File: config.mk
export PLATFORM = sky130hd
export DESIGN_NAME = articulation_bytecode_decoder_core_flat
export DESIGN_NICKNAME = d
export VERILOG_FILES = /design/src/abd_pkg.sv /design/src/abd_stream_if.sv /design/src/abd_front.sv /design/src/abd_queue.sv /design/src/abd_back.sv /design/src/articulation_bytecode_decoder_core.sv /design/src/flat_wrapper.sv
export VERILOG_INCLUDE_DIRS = /design/src /design/src/src
export SDC_FILE = /design/constraint.sdc
export NUM_CORES = 1
export LEC_CHECK = 0
export ABC_CLOCK_PERIOD_IN_PS = 10000
export BUFFER_PORTS_ARGS = -buffer_cell sky130_fd_sc_hd__buf_2
export CAP_MARGIN = 20
export CORE_MARGIN = 10
export CORE_UTILIZATION = 40
export CTS_CLUSTER_DIAMETER = 30
export CTS_CLUSTER_SIZE = 20
export DETAILED_ROUTE_END_ITERATION = 10
export GPL_ROUTABILITY_DRIVEN = 0
export PLACE_DENSITY = 0.65
export SLEW_MARGIN = 20
export SYNTH_ARGS = -nofsm -noshare
export SYNTH_HDL_FRONTEND = slang
export SYNTH_SLANG_ARGS = --single-unit
File: constraint.sdc
create_clock -name i_clk -period 10 [get_ports i_clk]
set_input_delay 0.5 -clock i_clk [delete_from_list [all_inputs] [get_ports i_clk]]
set_output_delay 0.5 -clock i_clk [all_outputs]
set_load 0.01 [all_outputs]
File: src/assert_macros.svh
// Assertion macros used by the RTL file that checks its own behavior.
`ifndef ASSERT_MACROS_SVH
`define ASSERT_MACROS_SVH

`ifndef ASSERT_OFF

// Same-cycle implication, disabled while reset is asserted (active low).
`define ASSERT_IMPL(label, clk, rst_n, ante, cons) \
    label: assert property (@(posedge clk) disable iff (!(rst_n)) (ante) |-> (cons)) \
        else $error("assertion failed: same-cycle implication");

// Next-cycle implication, disabled while reset is asserted (active low).
`define ASSERT_NEXT(label, clk, rst_n, ante, cons) \
    label: assert property (@(posedge clk) disable iff (!(rst_n)) (ante) |=> (cons)) \
        else $error("assertion failed: next-cycle implication");

`else

`define ASSERT_IMPL(label, clk, rst_n, ante, cons)
`define ASSERT_NEXT(label, clk, rst_n, ante, cons)

`endif

`endif

File: src/abd_pkg.sv
// Shared types, codes and helpers of the articulation bytecode decoder.
`default_nettype none

package abd_pkg;

    localparam int unsigned OUT_TICK_W = 24;
    localparam int unsigned WAIT_W     = 18;
    localparam int unsigned LEVEL_W    = 7;
    localparam int unsigned CENTS_W    = 12;
    localparam int unsigned WAVE_W     = 15;

    localparam int unsigned QUEUE_DEPTH = 4;
    localparam int unsigned QPTR_W      = $clog2(QUEUE_DEPTH);

    localparam logic [LEVEL_W-1:0] FULL_LEVEL = 7'd127;

    // opcodes (high nibble of an instruction byte)
    localparam logic [3:0] OP_VOLUME    = 4'h0;
    localparam logic [3:0] OP_SKIP_A    = 4'h1;
    localparam logic [3:0] OP_PITCH     = 4'h2;
    localparam logic [3:0] OP_SKIP_B    = 4'h3;
    localparam logic [3:0] OP_SKIP_VAR  = 4'h4;
    localparam logic [3:0] OP_SKIP_C    = 4'h5;
    localparam logic [3:0] OP_WAVE      = 4'h6;
    localparam logic [3:0] OP_END       = 4'h7;
    localparam logic [3:0] OP_NOP       = 4'h8;
    localparam logic [3:0] OP_LOOP      = 4'h9;

    typedef enum logic [3:0] {
        PH_OP,
        PH_EXT1,
        PH_EXT2,
        PH_VOL,
        PH_SKIP1,
        PH_PITCH_HI,
        PH_PITCH_LO,
        PH_SKIP_THEN_VAR,
        PH_VAR1,
        PH_VAR2
    } t_phase;

    typedef enum logic [2:0] {
        K_ENVELOPE,
        K_PITCH,
        K_WAVE,
        K_END,
        K_LOOP_HOLD,
        K_BAD_OP,
        K_TRUNC
    } t_kind;

    typedef struct packed {
        t_kind                      kind;
        logic [OUT_TICK_W-1:0]      event_tick;
        logic [LEVEL_W-1:0]         level;
        logic signed [CENTS_W-1:0]  cents;
        logic [WAVE_W-1:0]          wave_index;
        logic                       last_of_run;
    } t_result;

    // all results caused by one byte
    typedef struct packed {
        logic    two;
        t_result first;
        t_result second;
    } t_entry;

    typedef struct packed {
        logic head_valid;
        logic full;
    } t_q_status;

    // saturate a running tick to the 24-bit result field
    function automatic logic [OUT_TICK_W-1:0] sat_tick(input logic [32:0] t);
        logic [OUT_TICK_W-1:0] r;
        if (t[32:OUT_TICK_W] != '0) begin
            r = '1;
        end else begin
            r = t[OUT_TICK_W-1:0];
        end
        return r;
    endfunction

endpackage

`default_nettype wire

File: src/abd_stream_if.sv
// Valid/ready channel interfaces: program bytes in, decoded results out.
`default_nettype none

interface abd_byte_if;
    logic       valid;
    logic       ready;
    logic [7:0] code_byte;
    logic       final_byte;

    modport source (output valid, output code_byte, output final_byte, input ready);
    modport sink   (input valid, input code_byte, input final_byte, output ready);
endinterface

interface abd_result_if;
    logic               valid;
    logic               ready;
    logic [2:0]         kind;
    logic [23:0]        event_tick;
    logic [6:0]         level;
    logic signed [11:0] cents;
    logic [14:0]        wave_index;
    logic               last_of_run;

    modport source (output valid, output kind, output event_tick, output level,
                    output cents, output wave_index, output last_of_run, input ready);
    modport sink   (input valid, input kind, input event_tick, input level,
                    input cents, input wave_index, input last_of_run, output ready);
endinterface

`default_nettype wire

File: src/abd_front.sv
// Front end: accepts program bytes, runs the parser state and forms result entries.
`default_nettype none

module abd_front import abd_pkg::*; #(
    parameter int unsigned TICK_BITS = 24
) (
    input  logic          i_clk,
    input  logic          i_rst_n,
    abd_byte_if.sink      i_byte,
    input  t_q_status     i_q_status,
    output logic          o_push,
    output t_entry        o_entry
);

    t_phase                    r_phase, n_phase;
    logic [3:0]                r_op, n_op;
    logic [WAIT_W-1:0]         r_wait, n_wait;
    logic [TICK_BITS-1:0]      r_tick, n_tick;
    logic [LEVEL_W-1:0]        r_vol, n_vol;
    logic signed [CENTS_W-1:0] r_pitch, n_pitch;
    logic [7:0]                r_high, n_high;
    logic                      r_stopped, n_stopped;

    logic                      accept;
    logic [7:0]                b;
    logic                      fin;

    logic signed [9:0]         vol_rel;
    logic [LEVEL_W-1:0]        vol_rel_c;
    logic signed [15:0]        pitch_v;
    logic signed [17:0]        pitch_rel;
    logic signed [CENTS_W-1:0] pitch_abs_c;
    logic signed [CENTS_W-1:0] pitch_rel_c;

    logic                      do_disp, do_comp;
    logic                      main_v, fin_v;
    t_kind                     main_kind, fin_kind;
    logic [WAVE_W-1:0]         main_wave;
    logic [TICK_BITS:0]        comp_sum;
    t_result                   main_rec, fin_rec;

    assign b      = i_byte.code_byte;
    assign fin    = i_byte.final_byte;
    assign i_byte.ready = !i_q_status.full;
    assign accept = i_byte.valid && i_byte.ready;

    // relative volume is biased about 192, relative pitch about 2400
    assign vol_rel   = $signed({3'b000, r_vol}) + $signed({2'b00, b}) - 10'sd192;
    assign vol_rel_c = (vol_rel < 10'sd0)   ? '0 :
                       (vol_rel > 10'sd127) ? FULL_LEVEL : vol_rel[LEVEL_W-1:0];

    assign pitch_v     = $signed({r_high, b});
    assign pitch_rel   = $signed({{6{r_pitch[CENTS_W-1]}}, r_pitch})
                       + $signed({{2{pitch_v[15]}}, pitch_v}) - 18'sd2400;
    assign pitch_abs_c = (pitch_v < -16'sd1200) ? -12'sd1200 : pitch_v[CENTS_W-1:0];
    assign pitch_rel_c = (pitch_rel < -18'sd1200) ? -12'sd1200 :
                         (pitch_rel > 18'sd1200)  ? 12'sd1200  : pitch_rel[CENTS_W-1:0];

    always_comb begin
        n_phase   = r_phase;
        n_op      = r_op;
        n_wait    = r_wait;
        n_tick    = r_tick;
        n_vol     = r_vol;
        n_pitch   = r_pitch;
        n_high    = r_high;
        n_stopped = r_stopped;
        do_disp   = 1'b0;
        do_comp   = 1'b0;
        main_v    = 1'b0;
        main_kind = K_ENVELOPE;
        main_wave = '0;
        fin_v     = 1'b0;
        fin_kind  = K_END;

        if (!r_stopped) begin
            case (r_phase)
                PH_OP: begin
                    n_op   = b[7:4];
                    n_wait = {{(WAIT_W-4){1'b0}}, b[3:0]};
                    if (b[3]) begin
                        n_phase = PH_EXT1;
                    end else begin
                        do_disp = 1'b1;
                    end
                end
                PH_EXT1: begin
                    n_wait = {{(WAIT_W-10){1'b0}}, r_wait[2:0], b[6:0]};
                    if (b[7]) begin
                        n_phase = PH_EXT2;
                    end else begin
                        do_disp = 1'b1;
                    end
                end
                PH_EXT2: begin
                    n_wait  = {r_wait[9:0], b};
                    do_disp = 1'b1;
                end
                PH_VOL: begin
                    n_vol     = b[7] ? vol_rel_c : b[6:0];
                    main_v    = 1'b1;
                    main_kind = K_ENVELOPE;
                    do_comp   = 1'b1;
                end
                PH_SKIP1: begin
                    do_comp = 1'b1;
                end
                PH_PITCH_HI: begin
                    n_high  = b;
                    n_phase = PH_PITCH_LO;
                end
                PH_PITCH_LO: begin
                    n_pitch   = (pitch_v <= 16'sd1200) ? pitch_abs_c : pitch_rel_c;
                    main_v    = 1'b1;
                    main_kind = K_PITCH;
                    do_comp   = 1'b1;
                end
                PH_SKIP_THEN_VAR: begin
                    n_phase = PH_VAR1;
                end
                PH_VAR1: begin
                    if (b[7]) begin
                        n_high  = b;
                        n_phase = PH_VAR2;
                    end else begin
                        main_v    = (r_op == OP_WAVE);
                        main_kind = K_WAVE;
                        main_wave = {{(WAVE_W-7){1'b0}}, b[6:0]};
                        do_comp   = 1'b1;
                    end
                end
                PH_VAR2: begin
                    main_v    = (r_op == OP_WAVE);
                    main_kind = K_WAVE;
                    main_wave = {r_high[6:0], b};
                    do_comp   = 1'b1;
                end
                default: begin
                    n_phase = PH_OP;
                end
            endcase
        end

        // wait fully read: act on the opcode
        if (do_disp) begin
            case (n_op)
                OP_VOLUME:                      n_phase = PH_VOL;
                OP_SKIP_A, OP_SKIP_B, OP_SKIP_C: n_phase = PH_SKIP1;
                OP_PITCH:                       n_phase = PH_PITCH_HI;
                OP_SKIP_VAR:                    n_phase = PH_SKIP_THEN_VAR;
                OP_WAVE:                        n_phase = PH_VAR1;
                OP_END: begin
                    main_v    = 1'b1;
                    main_kind = K_END;
                    n_stopped = 1'b1;
                end
                OP_NOP: do_comp = 1'b1;
                OP_LOOP: begin
                    main_v    = 1'b1;
                    main_kind = K_LOOP_HOLD;
                    n_stopped = 1'b1;
                end
                default: begin
                    main_v    = 1'b1;
                    main_kind = K_BAD_OP;
                    n_stopped = 1'b1;
                end
            endcase
        end

        // instruction done: advance the tick by its wait, saturating
        comp_sum = {1'b0, r_tick} + (TICK_BITS+1)'(n_wait);
        if (do_comp) begin
            n_tick  = comp_sum[TICK_BITS] ? '1 : comp_sum[TICK_BITS-1:0];
            n_wait  = '0;
            n_phase = PH_OP;
        end

        main_rec.kind        = main_kind;
        main_rec.event_tick  = sat_tick(33'(r_tick));
        main_rec.level       = n_vol;
        main_rec.cents       = n_pitch;
        main_rec.wave_index  = main_wave;
        main_rec.last_of_run = 1'b1;

        if (fin && !n_stopped) begin
            fin_v    = 1'b1;
            fin_kind = (n_phase == PH_OP) ? K_END : K_TRUNC;
        end

        fin_rec.kind        = fin_kind;
        fin_rec.event_tick  = sat_tick(33'(n_tick));
        fin_rec.level       = n_vol;
        fin_rec.cents       = n_pitch;
        fin_rec.wave_index  = '0;
        fin_rec.last_of_run = 1'b1;

        // end of program entry: re-arm for the next program
        if (fin) begin
            n_phase   = PH_OP;
            n_op      = '0;
            n_wait    = '0;
            n_tick    = '0;
            n_vol     = FULL_LEVEL;
            n_pitch   = '0;
            n_high    = '0;
            n_stopped = 1'b0;
        end

        o_entry.two                = main_v && fin_v;
        o_entry.first              = main_v ? main_rec : fin_rec;
        o_entry.first.last_of_run  = !(main_v && fin_v);
        o_entry.second             = fin_rec;
        o_push                     = accept && (main_v || fin_v);
    end

    always_ff @(posedge i_clk) begin
        if (!i_rst_n) begin
            r_phase   <= PH_OP;
            r_op      <= '0;
            r_wait    <= '0;
            r_tick    <= '0;
            r_vol     <= FULL_LEVEL;
            r_pitch   <= '0;
            r_high    <= '0;
            r_stopped <= 1'b0;
        end else if (accept) begin
            r_phase   <= n_phase;
            r_op      <= n_op;
            r_wait    <= n_wait;
            r_tick    <= n_tick;
            r_vol     <= n_vol;
            r_pitch   <= n_pitch;
            r_high    <= n_high;
            r_stopped <= n_stopped;
        end
    end

endmodule

`default_nettype wire

File: src/abd_queue.sv
// Short entry queue between the parser front end and the result back end.
`default_nettype none

module abd_queue import abd_pkg::*; (
    input  logic      i_clk,
    input  logic      i_rst_n,
    input  logic      i_push,
    input  t_entry    i_entry,
    input  logic      i_pop,
    output t_q_status o_status,
    output t_entry    o_head
);

    t_entry            r_mem [QUEUE_DEPTH];
    logic [QPTR_W-1:0] r_wr, r_rd;
    logic [QPTR_W:0]   r_count;

    assign o_status.head_valid = (r_count != '0);
    assign o_status.full       = (r_count == (QPTR_W+1)'(QUEUE_DEPTH));
    assign o_head              = r_mem[r_rd];

    always_ff @(posedge i_clk) begin
        if (i_push) begin
            r_mem[r_wr] <= i_entry;
        end
    end

    always_ff @(posedge i_clk) begin
        if (!i_rst_n) begin
            r_wr    <= '0;
            r_rd    <= '0;
            r_count <= '0;
        end else begin
            if (i_push) begin
                r_wr <= r_wr + 1'b1;
            end
            if (i_pop) begin
                r_rd <= r_rd + 1'b1;
            end
            case ({i_push, i_pop})
                2'b10:   r_count <= r_count + 1'b1;
                2'b01:   r_count <= r_count - 1'b1;
                default: r_count <= r_count;
            endcase
        end
    end

endmodule

`default_nettype wire

File: src/abd_back.sv
// Back end: plays out the queued results one transaction at a time via an output register.
`default_nettype none

module abd_back import abd_pkg::*; (
    input  logic          i_clk,
    input  logic          i_rst_n,
    input  t_q_status     i_q_status,
    input  t_entry        i_head,
    output logic          o_pop,
    abd_result_if.source  o_result
);

    logic    r_sel;       // 1: the second result of the head entry is next
    logic    r_valid;
    t_result r_out;
    logic    load;
    logic    last_pick;

    assign load      = i_q_status.head_valid && (!r_valid || o_result.ready);
    assign last_pick = r_sel || !i_head.two;
    assign o_pop     = load && last_pick;

    always_ff @(posedge i_clk) begin
        if (!i_rst_n) begin
            r_sel   <= 1'b0;
            r_valid <= 1'b0;
        end else begin
            if (load) begin
                r_valid <= 1'b1;
                r_sel   <= !last_pick;
            end else if (o_result.ready) begin
                r_valid <= 1'b0;
            end
        end
    end

    always_ff @(posedge i_clk) begin
        if (load) begin
            r_out <= r_sel ? i_head.second : i_head.first;
        end
    end

    assign o_result.valid       = r_valid;
    assign o_result.kind        = r_out.kind;
    assign o_result.event_tick  = r_out.event_tick;
    assign o_result.level       = r_out.level;
    assign o_result.cents       = r_out.cents;
    assign o_result.wave_index  = r_out.wave_index;
    assign o_result.last_of_run = r_out.last_of_run;

endmodule

`default_nettype wire

File: src/articulation_bytecode_decoder_core.sv
// A byte's first result is written into the queue and then loaded into the output register.
// Throughput: one byte per cycle; one result per cycle out while the sink is ready, so a byte with two results
//   (an event plus end of program) is sent as two results, absorbed by a 4-entry queue.
// Input stalls only when the queue is full; the parse state updates in the accept cycle.
// Reset: synchronous, active low; parser re-armed (tick 0, volume 127, pitch 0), queue
//   and output register emptied.
`default_nettype none

`include "assert_macros.svh"

module articulation_bytecode_decoder_core import abd_pkg::*; #(
    parameter int unsigned TICK_BITS = 24
) (
    input  logic          i_clk,
    input  logic          i_rst_n,
    abd_byte_if.sink      i_byte,
    abd_result_if.source  o_result
);

    // Front/back split: the front decodes each byte in its accept cycle and pushes the
    // results it caused as one queue entry; the back drains entries, one result per
    // transaction. Bytes that cause no result never touch the queue.
    logic      push;
    logic      pop;
    t_entry    push_entry;
    t_entry    head_entry;
    t_q_status q_status;

    abd_front #(
        .TICK_BITS (TICK_BITS)
    ) u_front (
        .i_clk      (i_clk),
        .i_rst_n    (i_rst_n),
        .i_byte     (i_byte),
        .i_q_status (q_status),
        .o_push     (push),
        .o_entry    (push_entry)
    );

    abd_queue u_queue (
        .i_clk    (i_clk),
        .i_rst_n  (i_rst_n),
        .i_push   (push),
        .i_entry  (push_entry),
        .i_pop    (pop),
        .o_status (q_status),
        .o_head   (head_entry)
    );

    abd_back u_back (
        .i_clk      (i_clk),
        .i_rst_n    (i_rst_n),
        .i_q_status (q_status),
        .i_head     (head_entry),
        .o_pop      (pop),
        .o_result   (o_result)
    );

    // never push into a full queue
    `ASSERT_IMPL(a_no_overflow, i_clk, i_rst_n, push, !q_status.full)
    // never pop an empty queue
    `ASSERT_IMPL(a_no_underflow, i_clk, i_rst_n, pop, q_status.head_valid)
    // a result that is not last of its run is followed right away by the rest
    `ASSERT_NEXT(a_run_continues, i_clk, i_rst_n,
        o_result.valid && o_result.ready && !o_result.last_of_run, o_result.valid)
    // a popped two-result entry has its first result marked as not last of its run
    `ASSERT_IMPL(a_pair_kept, i_clk, i_rst_n,
        pop && head_entry.two, !head_entry.first.last_of_run)

endmodule

`default_nettype wire
File: src/flat_wrapper.sv
// flat-port wrapper written by rule: the top's interface ports become plain ports
module articulation_bytecode_decoder_core_flat import abd_pkg::*;
#(
    parameter int unsigned TICK_BITS = 24
)
  (i_clk, i_rst_n, i_byte_valid, i_byte_code_byte, i_byte_final_byte, i_byte_ready, o_result_valid, o_result_kind, o_result_event_tick, o_result_level, o_result_cents, o_result_wave_index, o_result_last_of_run, o_result_ready);
  abd_byte_if i_byte_i ();
  abd_result_if o_result_i ();
  input  logic i_clk;
  input  logic i_rst_n;
  input wire logic [$bits(i_byte_i.valid)-1:0] i_byte_valid;
  input wire logic [$bits(i_byte_i.code_byte)-1:0] i_byte_code_byte;
  input wire logic [$bits(i_byte_i.final_byte)-1:0] i_byte_final_byte;
  output wire logic [$bits(i_byte_i.ready)-1:0] i_byte_ready;
  output wire logic [$bits(o_result_i.valid)-1:0] o_result_valid;
  output wire logic [$bits(o_result_i.kind)-1:0] o_result_kind;
  output wire logic [$bits(o_result_i.event_tick)-1:0] o_result_event_tick;
  output wire logic [$bits(o_result_i.level)-1:0] o_result_level;
  output wire logic [$bits(o_result_i.cents)-1:0] o_result_cents;
  output wire logic [$bits(o_result_i.wave_index)-1:0] o_result_wave_index;
  output wire logic [$bits(o_result_i.last_of_run)-1:0] o_result_last_of_run;
  input wire logic [$bits(o_result_i.ready)-1:0] o_result_ready;
  assign i_byte_i.valid = i_byte_valid;
  assign i_byte_i.code_byte = i_byte_code_byte;
  assign i_byte_i.final_byte = i_byte_final_byte;
  assign i_byte_ready = i_byte_i.ready;
  assign o_result_valid = o_result_i.valid;
  assign o_result_kind = o_result_i.kind;
  assign o_result_event_tick = o_result_i.event_tick;
  assign o_result_level = o_result_i.level;
  assign o_result_cents = o_result_i.cents;
  assign o_result_wave_index = o_result_i.wave_index;
  assign o_result_last_of_run = o_result_i.last_of_run;
  assign o_result_i.ready = o_result_ready;
  articulation_bytecode_decoder_core #(.TICK_BITS(TICK_BITS)) u_core (.i_clk(i_clk), .i_rst_n(i_rst_n), .i_byte(i_byte_i), .o_result(o_result_i));
endmodule
==> impl_metrics.py <==
metrics = {
    "status": {
        "run_status": "completed",
    },
    "worst_setup_path": {
        "timing.rr.end": "u_core.u_queue.r_mem[3][94]",
        "reg2regPathDepth": 15,
        "cp-start-kind": "flop",
        "cp_max_fo": 31,
        "cp-end-kind": "flop",
        "cp_slowest_cell": "dfxtp_1",
        "arrival_ns": 5.91,
        "rrSetupSlack_ns": 4.40,
        "reg2reg_from": "u_core.u_front.r_phase[0]",
        "crit_start": "u_core.u_front.r_phase[0]",
        "critPathRequiredTime_ns": 10.31,
        "cpMostUsedCell": "nand2_1",
        "critPathKind": "reg2reg",
        "cpPeakStageDelay_ns": 0.76,
        "crit_chain": "nand2_1 > nand2_1 > mux2_2 > ha_1 > inv_1 > fa_1 > nor2b_1 > o21ai_0 > a21boi_0 > o311ai_1 > nand2_1 > a31oi_1 > nor2_1 > a21oi_1 > o21ai_0",
    },
    "timing": {
        "min_period_ns": 5.60,
        "fin_skew_ns": 0.0256,
        "rsz0062_at_grt": "no",
        "timing.fmax_mhz": 179,
        "finalHoldViolCount": 0,
        "drv_slew": 0,
        "finalSetupViolCount": 0,
        "fin_crit_sh": 0.560,
        "relSlewSlack": 0.214,
        "setup_tns_ns": 0,
        "timing.hold.ws_ns": 0.163,
        "worstMarginPinSlew_ns": 1.18,
    },
    "synth": {
        "synth_area_leaders": "edfxtp_1 54%, mux4_2 8.7%, dfxtp_1 7.7%",
        "yosysMostFrequentCell": "edfxtp_1",
        "synthCells": 1725,
        "synth_edf_count": 418,
        "ys_seq_area_frac": 0.619,
        "synth_top_area_cell": "edfxtp_1",
        "ys_top_cells_by_count": "418 x edfxtp_1, 216 x nand2_1, 89 x dfxtp_1, 89 x mux4_2, 88 x nor2_1",
        "synth_top_area_frac": 0.542,
        "syn_nets": 1810,
        "ys_ff_latch": 507,
        "yosysWarnings": 0,
        "avgSynthCellArea_um2": 13.4,
        "synth-async-reset-ratio": 0,
        "syn_area_mm2": 0.0232,
        "synth-main-ff-cell": "edfxtp_1",
        "yosys.cell_types.count": 87,
    },
    "grt": {
        "grt_pass1_vias": 15085,
        "grt_usage": 0.159,
        "antenna_found_initial": 1,
        "grt_max_degree": 70,
        "globalRoute.totalOverflow": 0,
        "grt_pass1_wl_um": 84600,
    },
    "layout": {
        "final_util": 0.482,
        "drive_gt1_frac": 0.205,
        "syn_to_final_growth_pct": 19.7,
        "final_nets": 1917,
        "final_cell_count_no_fill": 2682,
        "diodes": 0,
    },
    "pwr": {
        "cellPowerDensity_mw_per_mm2": 271,
        "ir_worst_vdd_uv": 148,
        "power_mw": 7.53,
        "static-leakage-power_nw": 10.0,
    },
    "floorplan": {
        "core_area_mm2": 0.0575,
        "pin_count": 77,
        "die_w_um": 261,
        "die_area_mm2": 0.0679,
        "rows": 88,
        "start_util": 0.403,
        "die_y_um": 261,
    },
    "worst_hold_path": {
        "whs_path_depth": 4,
        "holdPathEnd": "u_core.u_back.o_result.valid",
        "hp-class": "in2reg",
        "min_from": "o_result_ready",
    },
    "drt": {
        "wirelength_met1_um": 22300,
        "wl_met2_um": 27200,
        "vias_per_cell": 5.44,
        "drt_iter0_markers": 1192,
        "dr.pass1.iters": 5,
        "wl_met3_um": 2920,
        "routed_wl_um": 53800,
        "ant_nets": 0,
        "highest_layer": "met5",
        "drc": 0,
        "wire_per_inst_um": 20.1,
        "vias": 14603,
    },
    "clock_network": {
        "post_cts_buffers": 0,
        "cts_tree": "done",
        "cts.sinks": 507,
        "cts.clk_slew.worst_paths_ns": 0.05,
        "htreeDepth": 3,
        "cts-root-buf": "clkbuf_16",
        "clk_path_buf_depth": 3,
        "cts_resized": 0,
        "cts_buffers": 101,
        "clk_latency_ns": 0.63,
        "hold_buffers": 0,
    },
    "place": {
        "dp.cells": 2494,
        "port_buffers": 76,
        "hpwlAfterDp_um": 33700,
    },
    "flow_run": {
        "cap_violations": 0,
    },
}
## registers in the layout, summed over array words and instances, names as in the netlist, named ones only
register and count:
u_core.u_back.o_result.cents 12, u_core.u_back.o_result.event_tick 24, u_core.u_back.o_result.kind 3, u_core.u_back.o_result.last_of_run 1
u_core.u_back.o_result.level 7, u_core.u_back.o_result.valid 1, u_core.u_back.o_result.wave_index 15, u_core.u_back.r_sel 1
u_core.u_front.r_high 8, u_core.u_front.r_op 4, u_core.u_front.r_phase 4, u_core.u_front.r_pitch 12
u_core.u_front.r_stopped 1, u_core.u_front.r_tick 24, u_core.u_front.r_vol 7, u_core.u_front.r_wait 18
u_core.u_queue.r_count 3, u_core.u_queue.r_mem 356, u_core.u_queue.r_rd 2, u_core.u_queue.r_wr 2
## final cells by class
type,instances,area (µm²)
clock inverter,70,744
sequential,507,14300
multi-input combinational,1062,8220
inverter,69,259
clock buffer,118,2700
tap,765,957
fill,4989,29800
timing repair buffer,91,500
## power breakdown
group	leakage, nW	total (mW)	switching (mW)	internal, mW
Clock	1.68	3.33	1.11	2.22
Combinational	3.61	1.36	0.818	0.541
Sequential	4.72	2.83	0.134	2.70
## worst max-delay path by stage
| stage | to | cells past startpoint |
|---|---|---|
| floorplan | u_core.u_queue.r_mem[0][100] | 8 |
| global placement | u_core.u_queue.r_mem[0][94] | 15 |
| detailed placement | u_core.u_queue.r_mem[3][94] | 15 |
| CTS | u_core.u_queue.r_mem[0][94] | 15 |
| global route | u_core.u_queue.r_mem[1][94] | 15 |
| finish | u_core.u_queue.r_mem[3][94] | 15 |
## worst max-delay path: cells and delay by family (launching register included)
family                   cells  cell delay, ns
AO/OA/AOI/OAI                6            2.11
AND/OR/NAND/NOR              5            1.48
flip-flops                   1            0.76
multiplexers                 1            0.43
adder cells (fa/ha/maj)      2            0.40
buffers and inverters        1            0.07
## per-layer routing
layer / up-vias / GRT usage
li1: 6802 / -
met1: 7294 / 0.193
met2: 418 / 0.273
met3: 87 / 0.0328
met4: 2 / 0.0675
met5: - / 0
## through the flow
| stage | setup WS, ns | area [µm²] |
|---|---|---|
| 2_1_floorplan | 5.50 | 23200 |
| 3_3_place_gp | 4.80 | 24300 |
| 3_5_place_dp | 4.60 | 24300 |
| 4_1_cts | 4.53 | 27700 |
| 5_1_grt | 3.97 | 27700 |
| 6_report | 4.40 | 27700 |
## kinds of logic after synthesis
family          count (synthesis)  synth area share
compound gates                362             0.108
fa+ha+maj                      72            0.0402
flops                         507             0.619
mux                            99            0.0910
buf+inv                       156            0.0278
simple gates                  490            0.0997
xor+xnor                       39            0.0147
## cell usage in the layout, fill, tap and decap left out, types with 12 or more instances in the layout
master	count
ha_1	68
buf_4	13
nand3_1	21
o21a_1	16
inv_6	14
a21oi_1	64
a22oi_1	33
nor2_1	86
nand2_1	216
and2_1	46
xnor2_1	24
nand2b_1	12
clkinv_2	23
o21ai_0	79
inv_1	68
mux4_2	89
dfxtp_1	86
clkbuf_16	105
a31oi_1	29
edfxtp_1	418
nor2b_1	35
buf_2	76
xor2_1	15
nor3_1	16
a22o_1	21
a21o_1	19
(Power assumes the default switching activity.)
